### src/sv/hfcs_pkg.sv
// ----------------------------------------------------------------------------
// hfcs_pkg
// Shared types and constants for the hand frame clock sync and button unit.
// ----------------------------------------------------------------------------
package hfcs_pkg;

	localparam int US_W      = 53;  // sensor stamp width, microseconds
	localparam int RECV_W    = 63;  // receive time width, nanoseconds
	localparam int TIME_W    = 64;  // mapped time / offset width
	localparam int STR_W     = 16;  // Q0.16 strength
	localparam int CFG_IDX_W = 2;

	localparam int CREEP_SHIFT = 10; // offset creeps by 1/1024 of the gap

	localparam logic [CFG_IDX_W-1:0] REG_PRESS   = 2'd0;
	localparam logic [CFG_IDX_W-1:0] REG_RELEASE = 2'd1;

	localparam logic [STR_W-1:0] PRESS_RST   = 16'd55706; // 0.85
	localparam logic [STR_W-1:0] RELEASE_RST = 16'd36045; // 0.55

	typedef struct packed {
		logic             present;
		logic [STR_W-1:0] pinch;
		logic [STR_W-1:0] grab;
	} hand_in_t;

	typedef struct packed {
		logic tracked;
		logic select;
		logic menu;
	} hand_out_t;

	typedef struct packed {
		logic [STR_W-1:0] press_thr;
		logic [STR_W-1:0] release_thr;
	} thr_t;

endpackage

### src/sv/hfcs_hand.sv
// ----------------------------------------------------------------------------
// hfcs_hand
// Select/menu button latches with press/release hysteresis for one hand.
// ----------------------------------------------------------------------------
module hfcs_hand import hfcs_pkg::*; (
	input  logic      clk,
	input  logic      arst_n,
	input  logic      step,
	input  hand_in_t  hand,
	input  thr_t      thr,
	output hand_out_t res
);

	logic sel_q;
	logic menu_q;
	logic sel_d;
	logic menu_d;

	// press test wins when thresholds are crossed
	function automatic logic hyst(logic cur, logic [STR_W-1:0] s, thr_t t);
		logic r;
		if (s > t.press_thr) begin
			r = 1'b1;
		end else if (s < t.release_thr) begin
			r = 1'b0;
		end else begin
			r = cur;
		end
		return r;
	endfunction

	always_comb begin
		if (hand.present) begin
			sel_d  = hyst(sel_q, hand.pinch, thr);
			menu_d = hyst(menu_q, hand.grab, thr);
		end else begin
			sel_d  = 1'b0;
			menu_d = 1'b0;
		end
		res.tracked = hand.present;
		res.select  = sel_d;
		res.menu    = menu_d;
	end

	always_ff @(posedge clk or negedge arst_n) begin
		if (!arst_n) begin
			sel_q  <= 1'b0;
			menu_q <= 1'b0;
		end else if (step) begin
			sel_q  <= sel_d;
			menu_q <= menu_d;
		end
	end

endmodule

### src/sv/hand_frame_clock_sync_and_buttons_unit.sv
// ----------------------------------------------------------------------------
// hand_frame_clock_sync_and_buttons_unit
// Maps tracking frame stamps into the local clock through a latency-floor
// offset and turns pinch/grab strength into select/menu buttons per hand.
// ----------------------------------------------------------------------------
//
// Channel   Dir  Handshake              Word
// -------   ---  ---------------------  --------------------------------------
// in        in   in_valid / in_ready    stamps, presence, pinch, grab x2
// out       out  out_valid / out_ready  mapped time, tracked/select/menu x2
// cfg       in   cfg_valid / cfg_ready  cfg_index, cfg_data (thresholds)
//
// One word per cycle while out_ready is high, one result per word; a word
// passes s1 input, s2 stamp x1000, s3 instant offset, s4 offset/latch
// update (the recurrence closes there) and s5 output, then out_valid rises.
// Stalls: a stage advances when the one below is empty or moving, so out_ready
// low backs up to in_ready. Reset clears valids, offset, known flag, latches
// and sets thresholds to their defaults. cfg is always ready; thresholds apply at the s4 update.
//
module hand_frame_clock_sync_and_buttons_unit import hfcs_pkg::*; (
	input  logic                 clk,
	input  logic                 arst_n,
	// input frames
	input  logic                 in_valid,
	output logic                 in_ready,
	input  logic [US_W-1:0]      sensor_time_us,
	input  logic [RECV_W-1:0]    receive_time_ns,
	input  logic                 left_present,
	input  logic [STR_W-1:0]     left_pinch,
	input  logic [STR_W-1:0]     left_grab,
	input  logic                 right_present,
	input  logic [STR_W-1:0]     right_pinch,
	input  logic [STR_W-1:0]     right_grab,
	// results
	output logic                 out_valid,
	input  logic                 out_ready,
	output logic signed [TIME_W-1:0] mapped_time_ns,
	output logic                 left_tracked,
	output logic                 left_select,
	output logic                 left_menu,
	output logic                 right_tracked,
	output logic                 right_select,
	output logic                 right_menu,
	// configuration
	input  logic                 cfg_valid,
	output logic                 cfg_ready,
	input  logic [CFG_IDX_W-1:0] cfg_index,
	input  logic [STR_W-1:0]     cfg_data
);

	// ---- configuration registers ----
	thr_t thr_q;

	assign cfg_ready = 1'b1;

	always_ff @(posedge clk or negedge arst_n) begin
		if (!arst_n) begin
			thr_q.press_thr   <= PRESS_RST;
			thr_q.release_thr <= RELEASE_RST;
		end else if (cfg_valid && cfg_ready) begin
			case (cfg_index)
				REG_PRESS:   thr_q.press_thr   <= cfg_data;
				REG_RELEASE: thr_q.release_thr <= cfg_data;
				default:     ;  // unmapped index, write dropped
			endcase
		end
	end

	// ---- pipeline flow control ----
	// stage advance enables, computed from the output back
	logic v_s1, v_s2, v_s3, v_s4, v_s5;
	logic en_s1, en_s2, en_s3, en_s4, en_s5;

	assign en_s5    = !v_s5 || out_ready;
	assign en_s4    = !v_s4 || en_s5;
	assign en_s3    = !v_s3 || en_s4;
	assign en_s2    = !v_s2 || en_s3;
	assign en_s1    = !v_s1 || en_s2;
	assign in_ready = en_s1;

	always_ff @(posedge clk or negedge arst_n) begin
		if (!arst_n) begin
			v_s1 <= 1'b0;
			v_s2 <= 1'b0;
			v_s3 <= 1'b0;
			v_s4 <= 1'b0;
			v_s5 <= 1'b0;
		end else begin
			if (en_s1) v_s1 <= in_valid;
			if (en_s2) v_s2 <= v_s1;
			if (en_s3) v_s3 <= v_s2;
			if (en_s4) v_s4 <= v_s3;
			if (en_s5) v_s5 <= v_s4;
		end
	end

	// ---- s1: input register ----
	logic [US_W-1:0]   us_s1;
	logic [RECV_W-1:0] recv_s1;
	hand_in_t          lh_s1, rh_s1;

	always_ff @(posedge clk) begin
		if (in_valid && in_ready) begin
			us_s1   <= sensor_time_us;
			recv_s1 <= receive_time_ns;
			lh_s1   <= '{present: left_present, pinch: left_pinch, grab: left_grab};
			rh_s1   <= '{present: right_present, pinch: right_pinch, grab: right_grab};
		end
	end

	// ---- s2: stamp to nanoseconds ----
	// x1000 = x1024 - x16 - x8; a 53-bit stamp stays below 2^63
	logic [TIME_W-1:0] us_ext;
	logic [TIME_W-1:0] ns_d;
	logic [TIME_W-1:0] ns_s2;
	logic [RECV_W-1:0] recv_s2;
	logic              nostamp_s2;
	hand_in_t          lh_s2, rh_s2;

	assign us_ext = TIME_W'(us_s1);
	assign ns_d   = (us_ext << 10) - (us_ext << 4) - (us_ext << 3);

	always_ff @(posedge clk) begin
		if (en_s2 && v_s1) begin
			ns_s2      <= ns_d;
			recv_s2    <= recv_s1;
			nostamp_s2 <= (us_s1 == '0);
			lh_s2      <= lh_s1;
			rh_s2      <= rh_s1;
		end
	end

	// ---- s3: instant offset = receive - stamp ----
	logic [TIME_W-1:0] ns_s3;
	logic [TIME_W-1:0] inst_s3;
	logic [RECV_W-1:0] recv_s3;
	logic              nostamp_s3;
	hand_in_t          lh_s3, rh_s3;

	always_ff @(posedge clk) begin
		if (en_s3 && v_s2) begin
			ns_s3      <= ns_s2;
			inst_s3    <= TIME_W'(recv_s2) - ns_s2;
			recv_s3    <= recv_s2;
			nostamp_s3 <= nostamp_s2;
			lh_s3      <= lh_s2;
			rh_s3      <= rh_s2;
		end
	end

	// ---- s3 -> s4: offset and button latch update ----
	// latch state moves exactly once per frame, when the frame leaves s3; the offset moves then only for a stamped frame
	logic              step_s3;
	logic [TIME_W-1:0] off_q;
	logic              known_q;
	logic [TIME_W-1:0] gap;
	logic              take_min;
	logic [TIME_W-1:0] off_d;
	hand_out_t         lres_d, rres_d;

	assign step_s3 = v_s3 && en_s4;

	// gap is exact and non-negative whenever the creep branch is taken
	assign gap      = inst_s3 - off_q;
	assign take_min = !known_q || ($signed(inst_s3) < $signed(off_q));
	assign off_d    = take_min ? inst_s3 : off_q + (gap >> CREEP_SHIFT);

	always_ff @(posedge clk or negedge arst_n) begin
		if (!arst_n) begin
			off_q   <= '0;
			known_q <= 1'b0;
		end else if (step_s3 && !nostamp_s3) begin
			off_q   <= off_d;
			known_q <= 1'b1;
		end
	end

	hfcs_hand u_left (
		.clk    (clk),
		.arst_n (arst_n),
		.step   (step_s3),
		.hand   (lh_s3),
		.thr    (thr_q),
		.res    (lres_d)
	);

	hfcs_hand u_right (
		.clk    (clk),
		.arst_n (arst_n),
		.step   (step_s3),
		.hand   (rh_s3),
		.thr    (thr_q),
		.res    (rres_d)
	);

	// ---- s4: updated offset carried with the frame ----
	logic [TIME_W-1:0] ns_s4;
	logic [TIME_W-1:0] off_s4;
	logic [RECV_W-1:0] recv_s4;
	logic              nostamp_s4;
	hand_out_t         lres_s4, rres_s4;

	always_ff @(posedge clk) begin
		if (step_s3) begin
			ns_s4      <= ns_s3;
			off_s4     <= off_d;
			recv_s4    <= recv_s3;
			nostamp_s4 <= nostamp_s3;
			lres_s4    <= lres_d;
			rres_s4    <= rres_d;
		end
	end

	// ---- s5: output register ----
	logic [TIME_W-1:0] mapped_s5;
	hand_out_t         lres_s5, rres_s5;

	always_ff @(posedge clk) begin
		if (en_s5 && v_s4) begin
			mapped_s5 <= nostamp_s4 ? TIME_W'(recv_s4) : ns_s4 + off_s4;
			lres_s5   <= lres_s4;
			rres_s5   <= rres_s4;
		end
	end

	assign out_valid      = v_s5;
	assign mapped_time_ns = $signed(mapped_s5);
	assign left_tracked   = lres_s5.tracked;
	assign left_select    = lres_s5.select;
	assign left_menu      = lres_s5.menu;
	assign right_tracked  = rres_s5.tracked;
	assign right_select   = rres_s5.select;
	assign right_menu     = rres_s5.menu;

	// ---- assertions ----
	// once an offset is held it is never forgotten
	a_known_sticks: assert property (@(posedge clk) disable iff (!arst_n)
		known_q |=> known_q)
		else $error("offset-known flag dropped");

	// the offset never rises above the instant value that moved it
	a_off_floor: assert property (@(posedge clk) disable iff (!arst_n)
		(step_s3 && !nostamp_s3) |=> ($signed(off_q) <= $signed($past(inst_s3))))
		else $error("offset above instant value");

	// an empty output slot never holds off the input
	a_no_false_stall: assert property (@(posedge clk) disable iff (!arst_n)
		!out_valid |-> in_ready)
		else $error("input stalled with empty output");

	// an absent hand carries no buttons
	a_absent_clear: assert property (@(posedge clk) disable iff (!arst_n)
		(v_s4 && (!lres_s4.tracked || !rres_s4.tracked)) |->
		((lres_s4.tracked || (!lres_s4.select && !lres_s4.menu)) &&
		 (rres_s4.tracked || (!rres_s4.select && !rres_s4.menu))))
		else $error("buttons set on absent hand");

endmodule
### config.mk
export PLATFORM = sky130hd
export DESIGN_NAME = hand_frame_clock_sync_and_buttons_unit
export DESIGN_NICKNAME = d
export VERILOG_FILES = /design/src/sv/hfcs_pkg.sv /design/src/sv/hfcs_hand.sv /design/src/sv/hand_frame_clock_sync_and_buttons_unit.sv
export SDC_FILE = /design/constraint.sdc
export NUM_CORES = 2
export LEC_CHECK = 0
export BUFFER_PORTS_ARGS = -buffer_cell sky130_fd_sc_hd__clkbuf_2
export CORE_MARGIN = 4
export CORE_UTILIZATION = 50
export CTS_CLUSTER_SIZE = 30
export DETAILED_ROUTE_END_ITERATION = 8
export PLACE_DENSITY_LB_ADDON = 0.15
export SYNTH_ARGS = -nofsm -noshare
export SYNTH_HDL_FRONTEND = slang
export SYNTH_SLANG_ARGS = --single-unit
export TNS_END_PERCENT = 1
### constraint.sdc
create_clock -name clk -period 11.89 [get_ports clk]
set_clock_uncertainty 0.05 [all_clocks]
set_input_delay 1.189 -clock clk [delete_from_list [all_inputs] [get_ports clk]]
set_output_delay 1.189 -clock clk [all_outputs]
set_load 0.005 [all_outputs]
# [After elaboration in Yosys (flattened, before gate mapping)]
# Index checks and enable logic that the tools add are counted.
# Widths: inputs -> output; s select.
[word_totals] ff_bits=1008 latch_bits=0 mem_bits_rw=0 romBits=0 inputBits=205 output_inout_bits=73 wordCells=111 mem_count=0
[op_classes] addsub=6 mul=0 div_mod_pow=0 n_lt_le_gt_ge=9 n_eq_ne=1 shift=0 n_mux=14 bitwise=0 n_reduce_logical=23
[op_table] op="$add 64x54->64" count=1
[op_table] op="$add 64x64->64" count=1
[op_table] op="$gt 16x16->1" count=4
[op_table] op="$lt 16x16->1" count=4
[op_table] op="$lt 64x64->1" count=1
[op_table] op="$mux 64" count=1
[op_table] op="$sub 63x57->64" count=1
[op_table] op="$sub 63x64->64" count=1
[op_table] op="$sub 64x56->64" count=1
[op_table] op="$sub 64x64->64" count=1
[op_table] op="$mux 63" count=1
[op_table] op="$logic_not 53->1" count=1
[op_table] op="$mux 1" count=12
[op_table] op="$logic_not 1->1" count=7
[op_table] op="$logic_and 1x1->1" count=6
[op_table] op="$logic_or 1x1->1" count=6
[op_table] op="$reduce_and 2->1" count=2
[op_table] op="$eq 2x1->1 const B" count=1
[op_table] op="$logic_not 2->1" count=1

# [Depth between registers and ports, before layout]
[logic_depth] word_depth=7 mapped_depth=26

# [Cells and area by module]
# A second synthesis with hierarchy kept.
[hier_totals] cells_unflattened=4680 hier_area_um2=54901.4
[by_module_without_submodules] module="hand_frame_clock_sync_and_buttons_unit" instances=1 cells_each=4264 area_each_um2=51698.3 seq_area_each_um2=29299.4
[by_module_without_submodules] module="hfcs_hand" instances=2 cells_each=208 area_each_um2=1601.5 seq_area_each_um2=50.0

# [Least setup slack after synthesis]
# Ideal clock, no wire load.
[synth_path] kind="input port to flip-flop" from="input port out_ready" to="register inst_s3[0], enable pin" setup_time_ps=644 t_arrival_ps=7066 t_required_ps=11196 setup_slack_ps=4130 cell_stages=3 path_buffers=0 cell_sequence="nor2b_1 nand3_1 and2_1"
[synth_between] elab_chain_cells=4
[synth_lines] element="start: declaration" line="hand_frame_clock_sync_and_buttons_unit.sv:36" source="input logic out_ready,"
[synth_lines] element="$logic_or 1x1->1" line="hand_frame_clock_sync_and_buttons_unit.sv:74" source="assign en_s5 = !v_s5 || out_ready;"
[synth_lines] element="$logic_or 1x1->1" line="hand_frame_clock_sync_and_buttons_unit.sv:75" source="assign en_s4 = !v_s4 || en_s5;"
[synth_lines] element="$logic_or 1x1->1" line="hand_frame_clock_sync_and_buttons_unit.sv:76" source="assign en_s3 = !v_s3 || en_s4;"
[synth_lines] element="$logic_and 1x1->1" line="hand_frame_clock_sync_and_buttons_unit.sv:141" source="if (en_s3 && v_s2) begin"
[synth_lines] element="end signal: assignment" line="hand_frame_clock_sync_and_buttons_unit.sv:143" source="inst_s3 <= TIME_W'(recv_s2) - ns_s2;"
[synth_lines] element="end: declaration" line="hand_frame_clock_sync_and_buttons_unit.sv:135" source="logic [TIME_W-1:0] inst_s3;"
# No other way between the ends.
# A chain may end at the register's enable or synchronous reset.

# [Worst setup path in the final report]
[layout_path] from="register off_q[5]" to="register off_s4[57], data pin"
[layout_between] elab_chain_cells=3
[layout_lines] element="start: declaration" line="hand_frame_clock_sync_and_buttons_unit.sv:154" source="logic [TIME_W-1:0] off_q;"
[layout_lines] element="start signal: assignment" line="hand_frame_clock_sync_and_buttons_unit.sv:170" source="off_q <= '0;"
[layout_lines] element="start signal: assignment" line="hand_frame_clock_sync_and_buttons_unit.sv:173" source="off_q <= off_d;"
[layout_lines] element="$sub 64x64->64 or $lt 64x64->1 (tied branches)" line="hand_frame_clock_sync_and_buttons_unit.sv:164, hand_frame_clock_sync_and_buttons_unit.sv:165"
[layout_lines] element="$add 64x54->64 or $logic_or 1x1->1 (tied branches)" line="hand_frame_clock_sync_and_buttons_unit.sv:166, hand_frame_clock_sync_and_buttons_unit.sv:165"
[layout_lines] element="$mux 64 (*)" line="hand_frame_clock_sync_and_buttons_unit.sv:166" source="assign off_d = take_min ? inst_s3 : off_q + (gap >> CREEP_SHIFT);"
[layout_lines] element="net off_d[57]" line="hand_frame_clock_sync_and_buttons_unit.sv:158" source="logic [TIME_W-1:0] off_d;"
[layout_lines] element="end signal: assignment" line="hand_frame_clock_sync_and_buttons_unit.sv:206" source="off_s4 <= off_d;"
[layout_lines] element="end: declaration" line="hand_frame_clock_sync_and_buttons_unit.sv:198" source="logic [TIME_W-1:0] off_s4;"
# Mark *: on every way through the listed nets, which the timed path passes. The rest lies on a longest branch.

==> impl_metrics.ini <==
[sta]
tns_ps = 0
worst_slew_pin_slew_ps = 1100
setup-violations-final = 0
slew_headroom = 0.266
hold_violations = 0
rsz0062_at_grt = no
finalMaxSlewViolations = 0
timing.final.crit_share = 0.521
fmax_mhz = 161
post-route-min-period_ps = 6200

[die]
initial_core_util = 0.505
fp.dieH_um = 335
core_area_mm2 = 0.106
dieArea_mm2 = 0.112
fp-row-count = 119
die_x_um = 335
io_pins = 278

[routing]
drcViolationCount = 0
drt_iter0_markers = 3165
drtAntennaViolNets = 0
viasPerCell = 5.71
wl_um = 135000
first_pass_iters = 7
via_count = 35254
wire_per_inst_um = 21.8

[yosys]
ys.flop_type = edfxtp_1
synth_nets = 5133
ys_seq_elements = 996
synth_top_family_by_area = compound AO/OA/AOI/OAI gates
synth-compound-area-share = 0.145
synth_mux_area_frac = 0.0171
synth-async-reset-ratio = 0.106
synthAdderAreaFrac = 0.124
synth_area_mm2 = 0.0534
synthXorXnorAreaFrac = 0.0458
synth_edf_count = 890
yosys_warnings = 0
post_synth_num_cell_types = 103
netlist_instances = 4426
seq_area_frac_synth = 0.551
syn_avg_cell_area_um2 = 12.1
synth-simple-area-share = 0.0866

[min_path]
hold_class = in2async

[critical_path]
cp_slowest_stage_delay_ps = 560
path_max_fanout = 7
cp_slowest_cell = a221oi_1
critical_path_class = reg2reg
worstPathRequired_ps = 12260
crit_family = compound AO/OA/AOI/OAI gates
cp_cell_sequence = inv_1 > ha_1 > a21o_1 > a221oi_1 > o21a_1 > o21bai_1 > a31oi_1 > o31ai_1 > a221oi_1 > o31ai_1 > a21oi_1 > xnor2_1 > ha_1 > a21oi_1 > o21bai_1 > a21oi_1 > o21ai_0 > and4bb_4 > o31ai_4 > a22oi_4 > a221oi_4 > and4_1 > xnor2_1 > a21oi_1
cp-start-kind = register
crit_top_cell = a21oi_1
end_kind = register
path_buf_inv = 1
cp_data_arrival_time_ps = 6570

[layout]
drive_gt1_frac = 0.128
synthToLayoutAreaGrowth_pct = 11.6
layout.nets = 5401
fillers = 8859

[clock_tree]
cts-resized-gates = 0
cts_setup_buffers = 0
insertion_delay_ps = 700
numCtsBuffers = 104
clk_transition_reported_paths_ps = 60
htree_levels = 3
numClockSinks = 996
cts_hold_buf = 0
clockRootBuffer = clkbuf_16
clock_path_buffers = 3
cts_tree = built

[grt]
grt_overflow = 0
grt_usage = 0.237
grt_pass1_wl_um = 203000
grt_max_degree = 154
grt_pass1_vias = 34269
antenna_found_initial = 9

[place]
post-dp-hpwl_um = 104000
place.gp.congestion = 0.985
port_buffers = 276

[job]
drv_cap = 0

[status]
status = finished, final reports clean
sequential cells by signal, summed over array words and instances (netlist names), 63 cells and up:
signal,count
recv_s2,63
recv_s1,63
off_s4,64
recv_s4,63
mapped_time_ns,64
inst_s3,64
off_q,64
Yosys cell counts, types with 39 or more instances:
cell      instances  share of area
clkbuf_1        104         0.0073
o21bai_1         51         0.0072
a21o_1          233          0.033
nor2b_1          42         0.0049
mux2_2           77          0.016
nor3_1           40         0.0037
nor2_1          212          0.015
nand2_1         323          0.023
nand3_1          76         0.0071
ha_1            454           0.11
o21a_1           43         0.0060
xnor2_1         184          0.030
o21ai_0         249          0.023
nand4_1          94          0.011
fa_1             48          0.018
inv_1           280          0.020
nand2b_1         39         0.0046
a21oi_1         349          0.033
xor2_1           95          0.016
dfrtp_1          89          0.042
edfxtp_1        890           0.50
cells by family (layout without fill, tap and decap cells):
logic type | after synthesis | after routing
XOR/XNOR | 279 | 279
multiplexers | 81 | 81
buffers and inverters | 413 | 768
AO/OA/AOI/OAI | 1197 | 1197
flip-flops | 996 | 996
AND/OR/NAND/NOR | 957 | 957
other | 1 | 4
adder cells (fa/ha/maj) | 502 | 502
cell usage in the layout (no fill, tap or decap), drive strengths merged, types with 18 or more instances in the layout:
| cell | netlist | routed |
|---|---|---|
| a211oi | 35 | 35 |
| a21o | 233 | 233 |
| a21oi | 356 | 356 |
| a31oi | 37 | 37 |
| and2 | 25 | 25 |
| and3 | 39 | 39 |
| buf | 29 | 20 |
| clkbuf | 104 | 407 |
| clkinv | 0 | 43 |
| dfrtp | 89 | 89 |
| edfxtp | 890 | 890 |
| fa | 48 | 48 |
| ha | 454 | 454 |
| inv | 280 | 286 |
| mux2 | 81 | 81 |
| nand2 | 324 | 324 |
| nand2b | 39 | 39 |
| nand3 | 76 | 76 |
| nand4 | 94 | 94 |
| nor2 | 212 | 212 |
| nor2b | 42 | 42 |
| nor3 | 40 | 40 |
| o211ai | 18 | 18 |
| o21a | 44 | 44 |
| o21ai | 273 | 273 |
| o21bai | 51 | 51 |
| o31ai | 25 | 25 |
| xnor2 | 184 | 184 |
| xor2 | 95 | 95 |
path summary, 6_finish.rpt:
kind | startpoint | end | slack [ps] | depth (start not counted)
worst max-delay path | off_q[5] | off_s4[57] | 5690 | 24
worst min-delay path | arst_n | off_q[60] | 330 | 1
worst max register to register | off_q[5] | off_s4[57] | 5690 | 24
worst min register to register | recv_s3[30] | recv_s4[30] | 350 | 0
max in group asynchronous | arst_n | off_q[15] | 9670 | 3
min in group clk | recv_s3[30] | recv_s4[30] | 350 | 0
per-layer routing:
metal / up-vias / part of all wire / global-route usage
li1: 17008 / - / -
met4: 2 / 0.035 / 0.0772
met1: 16831 / 0.45 / 0.343
met2: 1163 / 0.45 / 0.373
met3: 250 / 0.064 / 0.0341
met5: - / 0.000096 / 0
per-stage QoR:
stage	utilization	instance area (um2)	hold WS (ps)	cells	worst slack [ps]
after floorplan	-	53400	350	4426	4130
after global placement	0.531	56200	350	5979	5800
after detailed placement	0.531	56200	355	5979	5750
after CTS	0.564	59600	289	6172	5780
after global routing	0.564	59600	308	6174	5190
final	0.564	59600	335	6175	5690
final cells by class:
class / count / area (um2) / share of cell area
antenna: 3 / 7.51 / 0.000126
tap: 1391 / 1740 / 0.0292
sequential: 996 / 29400 / 0.493
inverter: 280 / 1060 / 0.0178
timing repair buffer: 295 / 1540 / 0.0258
multi-input combinational: 3017 / 22400 / 0.376
clock inverter: 61 / 704 / 0.0118
clock buffer: 132 / 2740 / 0.0459
Power is not shown: default switching activity piles up to over one toggle a cycle in this logic, so the estimate is an artifact.
